<file path="config.mk">
export PLATFORM = sky130hd
export DESIGN_NAME = url_port_number_parser_core
export DESIGN_NICKNAME = d
export VERILOG_FILES = /design/src/hdl/upnp_pkg.sv /design/src/hdl/upnp_step.sv /design/src/hdl/url_port_number_parser_core.sv
export SDC_FILE = /design/constraint.sdc
export NUM_CORES = 1
export LEC_CHECK = 0
export ABC_AREA = 1
export ABC_CLOCK_PERIOD_IN_PS = 5200
export BUFFER_PORTS_ARGS = -buffer_cell sky130_fd_sc_hd__buf_2
export CAP_MARGIN = 5
export CELL_PAD_IN_SITES_DETAIL_PLACEMENT = 2
export CELL_PAD_IN_SITES_GLOBAL_PLACEMENT = 2
export CORE_ASPECT_RATIO = 1.75
export CORE_MARGIN = 2
export CORE_UTILIZATION = 35
export DETAILED_ROUTE_END_ITERATION = 8
export PLACE_DENSITY_LB_ADDON = 0.1
export SLEW_MARGIN = 20
export SYNTH_ARGS = -nofsm -noshare
export SYNTH_HDL_FRONTEND = slang
export SYNTH_SLANG_ARGS = --single-unit
</file>
<file path="constraint.sdc">
create_clock -name clk -period 5.2 [get_ports clk]
set_input_delay 0.78 -clock clk [delete_from_list [all_inputs] [get_ports clk]]
set_output_delay 0.78 -clock clk [all_outputs]
set_load 0.02 [all_outputs]
</file>
<file path="src/hdl/upnp_pkg.sv">
package upnp_pkg;

    localparam int MAX_LENGTH_DEF = 4096;

    localparam int CHAR_W = 8;
    localparam int PORT_W = 16;
    localparam int POS_W  = 13;
    localparam int CFG_W  = 16;
    localparam int CFG_IDX_W = 2;

    // Register indexes of the configuration port.
    localparam logic [CFG_IDX_W-1:0] CFG_SCHEME_SPECIAL = 2'd0;
    localparam logic [CFG_IDX_W-1:0] CFG_TRAILING_CHECK = 2'd1;
    localparam logic [CFG_IDX_W-1:0] CFG_SCHEME_PORT    = 2'd2;

    localparam logic              RST_SCHEME_SPECIAL = 1'b1;
    localparam logic              RST_TRAILING_CHECK = 1'b1;
    localparam logic [PORT_W-1:0] RST_SCHEME_PORT    = 16'd80;

    localparam logic [CHAR_W-1:0] CH_TAB       = 8'd9;
    localparam logic [CHAR_W-1:0] CH_LF        = 8'd10;
    localparam logic [CHAR_W-1:0] CH_CR        = 8'd13;
    localparam logic [CHAR_W-1:0] CH_MINUS     = 8'h2D;
    localparam logic [CHAR_W-1:0] CH_SLASH     = 8'h2F;
    localparam logic [CHAR_W-1:0] CH_QUESTION  = 8'h3F;
    localparam logic [CHAR_W-1:0] CH_BACKSLASH = 8'h5C;
    localparam logic [CHAR_W-1:0] CH_ZERO      = 8'h30;
    localparam logic [CHAR_W-1:0] CH_NINE      = 8'h39;

    localparam logic [19:0] PORT_LIMIT = 20'd65535;

    typedef enum logic [1:0] {
        PH_LEAD,
        PH_DIGITS,
        PH_DONE
    } phase_t;

    typedef enum logic [1:0] {
        ST_OK,
        ST_INVALID,
        ST_OVERFLOW
    } status_t;

    typedef struct packed {
        phase_t            phase;
        logic [PORT_W-1:0] acc;
        logic              digit_seen;
        status_t           dstatus;
    } scan_t;

    typedef struct packed {
        logic              scheme_is_special;
        logic              trailing_check_on;
        logic [PORT_W-1:0] scheme_port;
    } cfg_t;

endpackage

</file>
<file path="src/hdl/upnp_step.sv">
module upnp_step
    import upnp_pkg::*;
#(
    parameter int MAX_LENGTH = MAX_LENGTH_DEF,
    parameter int IDX_W      = $clog2(MAX_LENGTH + 1)
)
(
    input  cfg_t              cfg,
    input  scan_t             cur,
    input  logic [IDX_W-1:0]  cur_index,
    input  logic [IDX_W-1:0]  cur_dpos,
    input  logic [CHAR_W-1:0] char_code,
    input  logic              final_char,
    input  logic              empty_string,
    output scan_t             nxt,
    output logic [IDX_W-1:0]  nxt_index,
    output logic [IDX_W-1:0]  nxt_dpos,
    output logic              res_valid,
    output status_t           res_status,
    output logic              res_present,
    output logic [PORT_W-1:0] res_port,
    output logic [IDX_W-1:0]  res_pos
);

    localparam logic [IDX_W-1:0] IDX_MAX = IDX_W'(MAX_LENGTH);

    scan_t            taken;
    logic [IDX_W-1:0] taken_index;
    logic [IDX_W-1:0] taken_dpos;
    logic [19:0]      acc_next;
    logic             ok_term;

    // State after the byte of this word has been taken.
    always_comb
    begin
        taken       = cur;
        taken_index = cur_index;
        taken_dpos  = cur_dpos;
        acc_next    = 20'(cur.acc) * 20'd10 + 20'(char_code[3:0]);
        ok_term     = (char_code == CH_SLASH) || (char_code == CH_QUESTION) ||
                      (cfg.scheme_is_special && char_code == CH_BACKSLASH);
        if (!empty_string)
        begin
            if (cur_index != IDX_MAX)
            begin
                taken_index = cur_index + IDX_W'(1);
            end
            if (cur.phase != PH_DONE && !(char_code inside {CH_TAB, CH_LF, CH_CR}))
            begin
                if (cur.phase == PH_LEAD && char_code == CH_MINUS)
                begin
                    taken.phase   = PH_DONE;
                    taken.dstatus = ST_INVALID;
                    taken_dpos    = '0;
                end
                else
                begin
                    taken.phase = PH_DIGITS;
                    if (char_code inside {[CH_ZERO:CH_NINE]})
                    begin
                        taken.digit_seen = 1'b1;
                        if (acc_next > PORT_LIMIT)
                        begin
                            taken.phase   = PH_DONE;
                            taken.dstatus = ST_OVERFLOW;
                            taken_dpos    = '0;
                        end
                        else
                        begin
                            taken.acc = acc_next[PORT_W-1:0];
                        end
                    end
                    else
                    begin
                        taken.phase   = PH_DONE;
                        taken.dstatus = (!cfg.trailing_check_on || ok_term) ? ST_OK
                                                                           : ST_INVALID;
                        taken_dpos    = cur_index;
                    end
                end
            end
        end
    end

    // Result of the substring, and the return to the cleared state after it.
    always_comb
    begin
        res_valid   = final_char || empty_string;
        res_present = 1'b0;
        res_port    = '0;
        if (taken.phase == PH_DONE)
        begin
            res_status = taken.dstatus;
            res_pos    = taken_dpos;
        end
        else
        begin
            res_status = ST_OK;
            res_pos    = taken_index;
        end
        if (res_status == ST_OK && taken.digit_seen &&
            (cfg.scheme_port != taken.acc ||
             (cfg.scheme_port == '0 && taken.acc == '0)))
        begin
            res_present = 1'b1;
            res_port    = taken.acc;
        end

        if (res_valid)
        begin
            nxt.phase      = PH_LEAD;
            nxt.acc        = '0;
            nxt.digit_seen = 1'b0;
            nxt.dstatus    = ST_OK;
            nxt_index      = '0;
            nxt_dpos       = '0;
        end
        else
        begin
            nxt       = taken;
            nxt_index = taken_index;
            nxt_dpos  = taken_dpos;
        end
    end

endmodule

</file>
<file path="src/hdl/url_port_number_parser_core.sv">
// Streaming URL port parser. One byte of the port substring is taken per word and a new word
// can be accepted in every clock cycle while the input does not stall. A word sits in an
// input register while the parse step works on it, and when the step advances, the result of
// the word that carries final_char or empty_string is loaded into the output register. The
// input stalls only while a finished result waits behind a held output register. Tab, LF
// and CR are skipped; positions saturate at MAX_LENGTH.
// Configuration registers must be written only while no substring is in progress.
module url_port_number_parser_core
    import upnp_pkg::*;
#(
    parameter int MAX_LENGTH = MAX_LENGTH_DEF
)
(
    input  logic                 clk,
    input  logic                 rst_n,
    input  logic                 cfg_we,
    input  logic [CFG_IDX_W-1:0] cfg_index,
    input  logic [CFG_W-1:0]     cfg_data,
    input  logic                 in_valid,
    output logic                 in_stall,
    input  logic [CHAR_W-1:0]    char_code,
    input  logic                 final_char,
    input  logic                 empty_string,
    output logic                 out_valid,
    input  logic                 out_stall,
    output logic [1:0]           status,
    output logic                 port_present,
    output logic [PORT_W-1:0]    port_value,
    output logic [POS_W-1:0]     stop_position
);

    localparam int IDX_W = $clog2(MAX_LENGTH + 1);

    cfg_t              cfg_reg;
    logic              s1_valid_reg;
    logic [CHAR_W-1:0] s1_char_reg;
    logic              s1_final_reg;
    logic              s1_empty_reg;
    scan_t             scan_reg;
    scan_t             scan_next;
    logic [IDX_W-1:0]  index_reg;
    logic [IDX_W-1:0]  index_next;
    logic [IDX_W-1:0]  dpos_reg;
    logic [IDX_W-1:0]  dpos_next;
    logic              out_valid_reg;
    logic [1:0]        status_reg;
    logic              present_reg;
    logic [PORT_W-1:0] port_reg;
    logic [IDX_W-1:0]  pos_reg;

    logic              res_valid;
    status_t           res_status;
    logic              res_present;
    logic [PORT_W-1:0] res_port;
    logic [IDX_W-1:0]  res_pos;
    logic              s1_adv;
    logic              in_take;
    logic              out_free;
    logic [IDX_W+POS_W-1:0] pos_wide;

    upnp_step #(
        .MAX_LENGTH (MAX_LENGTH),
        .IDX_W      (IDX_W)
    ) u_step (
        .cfg          (cfg_reg),
        .cur          (scan_reg),
        .cur_index    (index_reg),
        .cur_dpos     (dpos_reg),
        .char_code    (s1_char_reg),
        .final_char   (s1_final_reg),
        .empty_string (s1_empty_reg),
        .nxt          (scan_next),
        .nxt_index    (index_next),
        .nxt_dpos     (dpos_next),
        .res_valid    (res_valid),
        .res_status   (res_status),
        .res_present  (res_present),
        .res_port     (res_port),
        .res_pos      (res_pos)
    );

    // The step only waits when it has a result and the output register is still held.
    assign out_free = !out_valid_reg || !out_stall;
    assign s1_adv   = s1_valid_reg && (!res_valid || out_free);
    assign in_stall = s1_valid_reg && !s1_adv;
    assign in_take  = in_valid && !in_stall;

    always_ff @(posedge clk or negedge rst_n)
    begin
        if (!rst_n)
        begin
            cfg_reg.scheme_is_special <= RST_SCHEME_SPECIAL;
            cfg_reg.trailing_check_on <= RST_TRAILING_CHECK;
            cfg_reg.scheme_port       <= RST_SCHEME_PORT;
        end
        else if (cfg_we)
        begin
            case (cfg_index)
                CFG_SCHEME_SPECIAL: cfg_reg.scheme_is_special <= cfg_data[0];
                CFG_TRAILING_CHECK: cfg_reg.trailing_check_on <= cfg_data[0];
                CFG_SCHEME_PORT:    cfg_reg.scheme_port       <= cfg_data[PORT_W-1:0];
                default:            ;
            endcase
        end
    end

    always_ff @(posedge clk or negedge rst_n)
    begin
        if (!rst_n)
        begin
            s1_valid_reg       <= 1'b0;
            scan_reg.phase      <= PH_LEAD;
            scan_reg.acc        <= '0;
            scan_reg.digit_seen <= 1'b0;
            scan_reg.dstatus    <= ST_OK;
            index_reg          <= '0;
            dpos_reg           <= '0;
            out_valid_reg      <= 1'b0;
        end
        else
        begin
            if (in_take)
            begin
                s1_valid_reg <= 1'b1;
            end
            else if (s1_adv)
            begin
                s1_valid_reg <= 1'b0;
            end
            if (s1_adv)
            begin
                scan_reg  <= scan_next;
                index_reg <= index_next;
                dpos_reg  <= dpos_next;
            end
            if (s1_adv && res_valid)
            begin
                out_valid_reg <= 1'b1;
            end
            else if (out_free)
            begin
                out_valid_reg <= 1'b0;
            end
        end
    end

    always_ff @(posedge clk)
    begin
        if (in_take)
        begin
            s1_char_reg  <= char_code;
            s1_final_reg <= final_char;
            s1_empty_reg <= empty_string;
        end
        if (s1_adv && res_valid)
        begin
            status_reg  <= res_status;
            present_reg <= res_present;
            port_reg    <= res_port;
            pos_reg     <= res_pos;
        end
    end

    assign pos_wide      = {{POS_W{1'b0}}, pos_reg};
    assign out_valid     = out_valid_reg;
    assign status        = status_reg;
    assign port_present  = present_reg;
    assign port_value    = port_reg;
    assign stop_position = pos_wide[POS_W-1:0];

endmodule
</file>
======== Word level (Yosys, flattened, before mapping) ========
Cells that the tools add are included.
operators by class
  reductions and logical operators ........ 36
  magnitude comparators ................... 3
  equality and inequality tests ........... 13
  mux-type cells .......................... 29
  multiply operators ...................... 1
  add/sub/neg operators ................... 2
operators by type and width
  cell                     count
  $mux W13                 10
  $mux W21                 3
  $mux W17                 2
  $logic_not A16 Y1        2
  $eq A8 B4 Y1 const B     3
  $eq A8 B6 Y1 const B     3
  $add A20 B4 Y20          1
  $gt A20 B16 Y1 const B   1
  $mul A16 B3 Y19 const B  1
  $mux W16                 1
  $ne A16 B16 Y1           1
  $mux W2                  7
  $add A13 B1 Y13 const B  1
  $ne A13 B13 Y1 const B   1
  $logic_and A1 B1 Y1      11
  $eq A8 B7 Y1 const B     1
  $ge A8 B6 Y1 const B     1
  $le A8 B6 Y1 const B     1
  $logic_not A1 Y1         7
  $logic_or A1 B1 Y1       7
  $logic_not A2 Y1         3
  $mux W1                  6
  $reduce_and A2 Y1        3
  $eq A2 B2 Y1 const B     2
  4 further kinds          5
word-level totals
  bits in registers ....................... 109

======== Logic depth before layout (Yosys ltp) ========
Gate-level depths: netlist of run 1.
  depth in word-level cells ............... 15
  gate-level depth with buffers ........... 31

======== Modules after synthesis ========
Synthesis of run 1 repeated with hierarchy kept, for this count alone.
unflattened totals
  cell total of the unflattened synthesis .. 1052
  area, all modules ....................... 7831.3 µm²
by module, submodules not included
  module                       times used  area an instance (µm²)  cells an instance  sequential area each (µm²)
  url_port_number_parser_core  1           3935.0                  338                2942.8
  upnp_step                    1           3896.2                  714                0.0

======== Worst setup path before layout of run 1 ========
Ideal clock, no wire load.
  path kind ............................... flip-flop to flip-flop
  from .................................... register scan_reg[4] (netlist bit)
  to ...................................... register port_reg[9] (netlist: port_value[9]), data pin
  path buffers ............................ 2
  cell stages (with the launch flop) ...... 27
  data required time ...................... 4945 ps
  period minus slack after synthesis ...... 3897 ps
  arrival time ............................ 3642 ps
  slack ................................... 1303 ps
  library setup time ...................... 255 ps
  cells stage by stage .................... dfrtp_1 ha_1 ha_1 fa_1 nand2_1 nor2_1 nand2_1 nand2_1 nand2_1 nor2_2 nand3_2 nor2_1 nand4_1 a21oi_2 nand3_4 buf_6 nand2_2 nand2_1 nand2_1 nand2_1 nor2_1 nand2_1 nor2_1 nand3_1 nand2_2 buf_6 nor2_2
on the way
  cells in the longest elaborated chain, start to end .. 13
  elaborated cells on any way between the ends .. 23
  those cells by class .................... add/sub: 1; mul: 1; order compare: 1; eq/ne: 2; mux: 12; reduce/logical: 6
ends and longest elaborated chain
  item                               line                                source
  start, declared                    url_port_number_parser_core.sv:39   scan_t scan_reg;
  start signal, assigned             url_port_number_parser_core.sv:132  scan_reg <= scan_next;
  $mul A16 B3 Y19                    upnp_step.sv:39                     acc_next = 20'(cur.acc) * 20'd10 + 20'(char_code[3:0]);
  $add A20 B4 Y20                    upnp_step.sv:39
  $gt A20 B16 Y1                     upnp_step.sv:62                     if (acc_next > PORT_LIMIT)
  $mux W2                            upnp_step.sv:62
  $mux W2                            upnp_step.sv:59                     if (char_code inside {[CH_ZERO:CH_NINE]})
  $mux W2                            upnp_step.sv:50                     if (cur.phase == PH_LEAD && char_code == CH_MINUS)
  $mux W21                           upnp_step.sv:48                     if (cur.phase != PH_DONE && !(char_code inside {CH_TAB, CH_LF, CH_CR}))
  $mux W21 *                         upnp_step.sv:42                     if (!empty_string)
  $eq A2 B2 Y1                       upnp_step.sv:91                     if (taken.phase == PH_DONE)
  $mux W2                            upnp_step.sv:91
  $logic_not A2 Y1                   upnp_step.sv:101                    if (res_status == ST_OK && taken.digit_seen &&
  $logic_and A1 B1 Y1 (2 in series)  upnp_step.sv:101
  end signal, assigned               url_port_number_parser_core.sv:159  port_reg <= res_port;
  end, declared                      url_port_number_parser_core.sv:48   logic [PORT_W-1:0] port_reg;
Every way passes the cells marked *; elsewhere a longest branch is shown, timed or not.
A chain may end at the register's enable or synchronous reset.

======== Worst setup path after layout of run 1 ========
  from .................................... register scan_reg[4] (netlist bit)
  to ...................................... register port_reg[14] (netlist: port_value[14]), data pin
The elaborated chain is that of the path after synthesis.

==> results of run 1 <==
## critical path, stage by stage, from the launching register on
cell,delay [ns]
dfrtp_1,0.41
ha_1,0.30
ha_1,0.28
fa_1,0.59
nand2_1,0.09
nor2_1,0.10
nand2_1,0.06
nand2_1,0.07
nand2_1,0.09
nor2_2,0.21
nand3_4,0.16
nor2_2,0.18
nand4_1,0.15
a21oi_2,0.22
nand3_4,0.24
nand2_1,0.20
nand2_1,0.20
nand2_1,0.12
nand2_1,0.06
nor2_1,0.16
nand2_1,0.07
nor2_1,0.10
nand3_1,0.11
nand2_4,0.26
nor2_1,0.09
## logic make-up after synthesis
logic type,share of synthesized area (%)
adders and majority gates,6.36
xor gates and xnor gates,3.18
DFF,41.3
buffers and inverters,9.98
AOI/OAI and AO/OA,10.6
and+or+nand+nor,28.6
## metal layers
metal / up-vias / GRT usage, % / share of wire, %
met5: - / 0 / 0.090
li1: 3159 / - / -
met1: 3224 / 22.3 / 35
met2: 89 / 49.5 / 60
met4: 4 / 9.50 / 3.7
met3: 47 / 2.23 / 1.7
## stage by stage
step / util (%) / power, mW / std cells
final: 40.1 / 1.99 / 1247
after global routing: 40.1 / 2.08 / 1247
after CTS: 39.8 / 2.01 / 1244
after detailed placement: 38.4 / 1.32 / 1228
after global placement: 38.4 / 1.31 / 1228
after floorplan: - / 1.19 / 930
## power groups by stage
stage	registers, mW	clock network, mW	logic (mW)
6_report	0.995	0.695	0.302
5_1_grt	1.00	0.734	0.340
4_1_cts	0.996	0.709	0.308
3_5_place_dp	1.01	0	0.305
3_3_place_gp	1.01	0	0.302
2_1_floorplan	1.02	0	0.162
## cells in the mapped netlist, drive strengths merged (3+ instances only)
cell      n  area share [%]
nand2   238              14
inv     153             8.1
nand3    90             6.8
nor2     84             5.2
dfrtp    63              22
o21ai    52             3.7
o22ai    43             3.8
edfxtp   42              18
ha       33             5.8
a21oi    29             2.1
xor2     22             2.8
clkbuf   17            0.90
nand4    17             1.5
nor3     12            0.91
buf       8            0.91
dfstp     4             1.5
a31oi     3            0.26
or2       3            0.26
xnor2     3            0.37
## area by class of cell
| cell class | count | area [um^2] |
|---|---|---|
| Antenna cell | 1 | 2.50 |
| Clock buffer | 9 | 225 |
| Clock inverter | 7 | 65.1 |
| Fill cell | 2425 | 12100 |
| Inverter | 155 | 582 |
| Multi-Input combinational cell | 641 | 3500 |
| Sequential cell | 109 | 2940 |
| Tap cell | 248 | 310 |
| Timing Repair Buffer | 77 | 428 |
## repair_timing
| action | CTS | global route |
|---|---|---|
| hold buffers | 0 | 0 |
| setup buffers | 0 | 2 |
| endpoints found under the setup margin | 0 | 27 |
| endpoints found under the hold margin | 0 | 0 |
| resized for setup | 0 | 4 |
## final timing paths
check                      slack (ns)                     from                            to  cells past startpoint
max                              0.38  scan_reg[4]$_DFFE_PN0P_  port_value[14]$_SDFFCE_PN0P_                     24
min                              0.50  cfg_reg[17]$_DFFE_PN1P_       cfg_reg[17]$_DFFE_PN1P_                      2
max reg2reg                      0.38  scan_reg[4]$_DFFE_PN0P_  port_value[14]$_SDFFCE_PN0P_                     24
min reg2reg                      0.50  cfg_reg[17]$_DFFE_PN1P_       cfg_reg[17]$_DFFE_PN1P_                      2
max in group asynchronous        4.00                    rst_n      scan_reg[19]$_DFFE_PN0P_                      1
min in group asynchronous        0.54                    rst_n       dpos_reg[7]$_DFFE_PN0P_                      1
==> reports/results.txt, run 1 <==
outcome: completed
Worst slew margin: 36.1%
register bit total from synthesis: 109
insertion delay to the later sink of the worst-skew pair: 0.36 ns
hold_ws: 0.495 ns
type of destination of the critical path: flop
setup TNS: 0 ns
DRC: 0
Pint: 1.41 mW
pre-CTS setup slack: 0.103 ns
GRT Residual Overflow: 0
fin area: 8060 um^2
Clk pwr share: 34.9%
Fmax: 208 MHz
DR vias/cell: 5.23
maximum vdd ir drop: 0.191 mV
Final Setup Violations: 0
commonest non-fill, non-tap cells in the layout: nand2_1 (210), inv_1 (144), nand3_1 (84)
Final period util: 92.7%
library cells used by synthesis: 43
number of enable flip-flop cells after synthesis: 42
drt initial violations: 209
GRT Overall Usage: 23.4%
maximum number of pins on one net before global-route repair: 68
slew at the pin closest to its max-slew limit: 0.959 ns
CTS tree: done
post-layout min period: 4.82 ns
crit-path max FO: 17
area of the mapped netlist: 7120 um^2
Die X: 112 um
layout cells sized above 1: 16.3%
Max Transition Viols Final: 0
core footprint: 20100 um^2
GPL Wtd Cong: 0.826
I/O Buffers: 66
critical path data arrival time: 4.92 ns
ys async rst share: 61.5%
pwr dens: 247 nW/um^2
Initial Util: 35.4%
kind of critical path: flop to flop
predominant post-synthesis flop cell: dfrtp_1
number of global-route vias before repair: 7312
Gate Count Post-Synth: 930
Ports: 67
Synth Area per Inst: 7.66 um^2
Net Sw Frac: 29.0%
first-pass GRT wire length: 38900 um
most common cell after layout, fill and taps aside: nand2_1
Post-DP Area: 7720 um^2
post-DP HPWL: 19100 um
Seq pwr share: 49.9%
Clock Skews: 0.0133 ns
DRT Pass-1 Iters: 4
ANT nets after route: 0
Sink Count: 109
Final nets: 1061
Post-Route WL: 24400 um
Vias: 6523
clock buffer depth: 2
clock-pin slew on the worst setup and hold paths: 0.07 ns
die height: 193 um
startpoint types: flop
Clock Root Buffer: clkbuf_16
number of flip-flops in the largest register: 21
Std-Cell Rows: 69
fin worst setup slack: 0.381 ns
Switch Pwr: 577 uW
routed len/inst: 19.6 um
max-cap violations: 0
HP Class: flop to flop
htree depth: 3
required time worst endpoint: 5.30 ns
final hold vios: 0
static leakage: 3.83 nW
number of buffers created by CTS: 9
synthesized net count: 998
Syn-to-layout area delta: 13.1%
area of the die: 21600 um^2
combinational share of power: 15.2%
register area share after synthesis: 41.3%
RSZ-0062 raised after global routing: false
antenna violations before repair: 3
Synth Warn #: 0
Power figures use the tool's default switching activity.
==> inputs of run 2 (changes only) <==
CELL_PAD_IN_SITES_DETAIL_PLACEMENT = 0   (was 2)
CELL_PAD_IN_SITES_GLOBAL_PLACEMENT = 1   (was 2)
==> run 2 against run 1 <==
Fmax increased by 3.1%. Clock-buffer cell count increased by 2. Largest power group unchanged. Cell area decreased by 0.30%. First-iteration DRC count increased by 35%. Via count decreased by 5.0%. Worst hold slack got worse by 0.0022 ns. Cell count decreased by 0.16%.
==> reports/results.txt, run 2 (synthesized netlist as in run 1, its figures left out) <==
outcome: completed
type of destination of the critical path: flop
Sink Count: 109
Worst Hold Launch: cfg_reg[16]$_DFFE_PN1P_
Final nets: 1060
core footprint: 20100 um^2
layout cells sized above 1: 16.0%
htree depth: 3
Initial Util: 35.4%
DR vias/cell: 4.98
Vias: 6194
GRT Overall Usage: 20.8%
Setup Fix Bufs, Post-CTS: 0
Final Setup Violations: 0
Final period util: 89.9%
number of flip-flops in the largest register: 21
HP Class: flop to flop
pwr dens: 249 nW/um^2
GPL Wtd Cong: 0.837
CTS tree: done
I/O Buffers: 66
area of the die: 21600 um^2
fin worst setup slack: 0.524 ns
ANT nets after route: 0
Worst Setup SP: scan_reg[4]$_DFFE_PN0P_
die height: 193 um
register area: 2940 um^2
critical path data arrival time: 4.78 ns
cts hold-fix bufs: 0
number of buffers created by CTS: 9
most common cell after layout, fill and taps aside: nand2_1
hold_ws: 0.493 ns
post-DP HPWL: 16800 um
routed len/inst: 17.4 um
clock buffer depth: 2
DRC: 0
Clock Root Buffer: clkbuf_16
area occupied by multi-input gates: 3490 um^2
Worst R2R End: port_value[0]$_SDFFCE_PN0P_
slew at the pin closest to its max-slew limit: 0.778 ns
DRT Pass-1 Iters: 6
post-layout min period: 4.68 ns
Post-Route WL: 21700 um
antenna violations before repair: 0
maximum vdd ir drop: 0.175 mV
maximum number of pins on one net before global-route repair: 49
pre-CTS setup slack: 0.374 ns
crit path to: port_value[0]$_SDFFCE_PN0P_
Die X: 112 um
reg2reg start: scan_reg[4]$_DFFE_PN0P_
drt initial violations: 282
clock-pin slew on the worst setup and hold paths: 0.07 ns
Reg2Reg Depth: 26
GRT Residual Overflow: 0
static leakage: 3.83 nW
crit-path max FO: 17
startpoint types: flop
setup TNS: 0 ns
max-cap violations: 0
post-cts sizing count: 0
R2R setup slack: 0.52 ns
Worst slew margin: 48.1%
Syn-to-layout area delta: 12.8%
insertion delay to the later sink of the worst-skew pair: 0.35 ns
first-pass GRT wire length: 34100 um
final hold vios: 0
required time worst endpoint: 5.31 ns
Ports: 67
number of global-route vias before repair: 6522
Ant. Diodes: 0
Fmax: 214 MHz
Layout fillers: 2156
RSZ-0062 raised after global routing: false
kind of critical path: flop to flop
Max Transition Viols Final: 0
Std-Cell Rows: 69
Clock Skews: 0.0113 ns
commonest non-fill, non-tap cells in the layout: nand2_1 (210), inv_1 (145), nand3_1 (84)
-- run 2: worst min-delay path by stage --
stage / end / slack [ns] / cells past startpoint
2_1_floorplan: cfg_reg[17]$_DFFE_PN1P_ / 0.47 / 2
5_1_grt: cfg_reg[17]$_DFFE_PN1P_ / 0.51 / 2
4_1_cts: cfg_reg[17]$_DFFE_PN1P_ / 0.49 / 2
3_5_place_dp: cfg_reg[17]$_DFFE_PN1P_ / 0.49 / 2
3_3_place_gp: cfg_reg[16]$_DFFE_PN1P_ / 0.48 / 2
6_report: cfg_reg[16]$_DFFE_PN1P_ / 0.49 / 2
-- run 2: per-layer routing --
layer  GRT usage [%]  vias up  share of wire, %
met5               0        -                 0
met4            10.1        0               4.3
met3            2.20       39               2.2
met2            43.1       85                58
met1            19.7     2908                35
li1                -     3162                 -
-- run 2: cell type report --
cell class	count	area share [%]
clock inverters	5	0.592
repair buffers	76	5.05
well taps	248	3.86
flip-flops and latches	109	36.6
multi-input cells	641	43.5
inverters	155	7.24
clock buffers	11	3.16
-- run 2: critical path: stages, from the launching register on --
cell     delay, ns
dfrtp_1       0.41
ha_1          0.30
ha_1          0.26
fa_1          0.58
nand2_1       0.09
nor2_1        0.08
nand2_1       0.05
nand2_1       0.07
nand2_1       0.07
nor2_2        0.18
nand3_2       0.18
nor2_4        0.15
nand4_1       0.10
nand2_1       0.10
nand3_1       0.12
nor2_4        0.41
nand3_1       0.16
nand2_1       0.23
nand2_1       0.08
nand2_1       0.06
nand2_1       0.04
inv_1         0.05
nand2_1       0.06
nor2_1        0.11
nand3_1       0.13
nand2_4       0.25
nor2_1        0.08
-- run 2: report_power, final --
part           internal (mW)  leakage (nW)  total, mW  switching, mW
Combinational         0.0840          2.40      0.296          0.212
Clock                  0.399         0.150      0.711          0.313
Sequential             0.958          1.29      0.993         0.0351
Total                   1.44          3.83       2.00          0.559
-- run 2: stage by stage --
stage               instance area [um^2]  power [mW]  util [%]  instances
floorplan                           7120        1.19         -        930
global placement                    7730        1.31      38.4       1229
detailed placement                  7730        1.31      38.4       1229
CTS                                 8030        2.03      39.9       1245
global route                        8030        2.09      39.9       1245
finish                              8030        2.00      39.9       1245
==> inputs of run 3 (changes only) <==
CORE_MARGIN = not set   (was 2)
CORE_UTILIZATION = 45   (was 35)
==> run 3 against run 2 <==
Sequential power about the same. Largest cell class unchanged. Flip-flop and latch count unchanged. Critical endpoint is now port_value[13]$_SDFFCE_PN0P_. Fmax decreased by 1.2%. Combinational power decreased by 2%. Sequential share of layout area increased by 0.28 points. Register-to-register slack got worse by 0.06 ns. Clock power increased by 2%.
==> reports/results.txt, run 3 (synthesized netlist as in run 1, its figures left out) <==
Sink Count: 109
Initial Util: 46.3%
most common cell after layout, fill and taps aside: nand2_1
ANT nets after route: 0
Post-Route WL: 19500 um
Clock Skews: 0.00960 ns
outcome: completed
Std-Cell Rows: 60
routed len/inst: 16.5 um
area of the die: 16400 um^2
HP Class: primary input to async pin
Ant. Diodes: 0
Layout fillers: 1533
clock-pin slew on the worst setup and hold paths: 0.07 ns
final hold vios: 0
Ports: 67
first-pass GRT wire length: 31200 um
GRT Residual Overflow: 0
layout cells sized above 1: 16.2%
hold_ws: 0.211 ns
setup TNS: 0 ns
core footprint: 15400 um^2
slew at the pin closest to its max-slew limit: 0.874 ns
post-layout min period: 4.73 ns
htree depth: 3
Fmax: 211 MHz
CTS tree: done
post-cts sizing count: 0
pwr dens: 252 nW/um^2
Final nets: 1061
R2R setup slack: 0.47 ns
Worst Setup SP: scan_reg[4]$_DFFE_PN0P_
reg2reg start: scan_reg[4]$_DFFE_PN0P_
drt initial violations: 258
Final period util: 91.1%
Die X: 97.1 um
startpoint types: flop
kind of critical path: flop to flop
RSZ-0062 raised after global routing: false
antenna violations before repair: 0
Max Transition Viols Final: 0
insertion delay to the later sink of the worst-skew pair: 0.34 ns
crit-path max FO: 17
static leakage: 3.83 nW
clock buffer depth: 2
I/O Buffers: 66
GPL Wtd Cong: 0.818
critical path data arrival time: 4.82 ns
Worst slew margin: 41.7%
number of buffers created by CTS: 9
maximum vdd ir drop: 0.175 mV
number of flip-flops in the largest register: 21
Setup Fix Bufs, Post-CTS: 0
DR vias/cell: 5.25
Worst R2R End: port_value[13]$_SDFFCE_PN0P_
Reg2Reg Depth: 24
GRT Overall Usage: 24.6%
maximum number of pins on one net before global-route repair: 66
Clock Root Buffer: clkbuf_16
Syn-to-layout area delta: 11.9%
Vias: 6220
max-cap violations: 0
post-DP HPWL: 14900 um
Final Setup Violations: 0
DRC: 0
cts hold-fix bufs: 0
die height: 168 um
type of destination of the critical path: flop
DRT Pass-1 Iters: 5
commonest non-fill, non-tap cells in the layout: nand2_1 (210), inv_1 (145), nand3_1 (83)
number of global-route vias before repair: 6221
required time worst endpoint: 5.28 ns
==> run 3: cell types whose count changed in the layout (fill, tap and decap cells not counted), sizes merged <==
cell      delta
clkinvlp     +2
bufinv       +1
buf          +1
clkinv       -4
clkbuf       +1
==> run 3: worst max-delay path by stage <==
stage                                        end  cells past startpoint
floorplan            port_value[9]$_SDFFCE_PN0P_                     26
global placement    port_value[15]$_SDFFCE_PN0P_                     24
detailed placement  port_value[13]$_SDFFCE_PN0P_                     24
CTS                 port_value[13]$_SDFFCE_PN0P_                     24
global route        port_value[13]$_SDFFCE_PN0P_                     24
finish              port_value[13]$_SDFFCE_PN0P_                     24
==> run 3: where the power goes <==
group	leakage [nW]	internal (mW)	switching, mW
Combinational	2.41	0.0857	0.205
Sequential	1.29	0.958	0.0322
Clock	0.143	0.423	0.302
==> run 3: routing by layer <==
metal,track usage [%],up-vias,wire length (um)
li1,-,3180,-
met1,24.5,2882,6990
met2,48.7,117,11300
met3,3.01,41,524
met4,12.6,0,769
met5,0,-,0
==> run 3: critical path: stages, from the launching register on <==
cell and delay (ns):
dfrtp_1 0.41, ha_1 0.30, ha_1 0.25, fa_1 0.56, nand2_1 0.08, nor2_1 0.09, nand2_1 0.06, nand2_1 0.07
nand2_1 0.07, nor2_2 0.19, nand3_2 0.19, nor2_4 0.15, nand4_1 0.11, nand2_1 0.11, nand3_1 0.13, nor2_4 0.40
nand3_1 0.21, nand3_1 0.11, nand2_1 0.06, nor2_1 0.09, nand2_1 0.06, nor2_1 0.18, nand3_1 0.11, nand2_2 0.38
nor2_1 0.08
==> run 3: final cells by class <==
cell class                      count  area, um^2  area share (%)
Multi-Input combinational cell    641        3490            43.8
Sequential cell                   109        2940            36.9
Inverter                          155         582            7.30
Timing Repair Buffer               77         413            5.18
Clock buffer                       12         236            2.97
Tap cell                          186         233            2.92
Clock inverter                      4        75.1           0.942
==> run 3: per-stage QoR <==
| step | area (um^2) | setup slack, ns | std cells | util, % | power (mW) |
|---|---|---|---|---|---|
| global route | 7970 | 0.0442 | 1184 | 51.8 | 2.09 |
| floorplan | 7120 | 1.30 | 930 | - | 1.19 |
| finish | 7970 | 0.465 | 1184 | 51.8 | 2.01 |
| global placement | 7660 | 0.517 | 1168 | 49.7 | 1.30 |
| detailed placement | 7660 | 0.450 | 1168 | 49.7 | 1.30 |
| CTS | 7970 | 0.436 | 1184 | 51.8 | 2.03 |
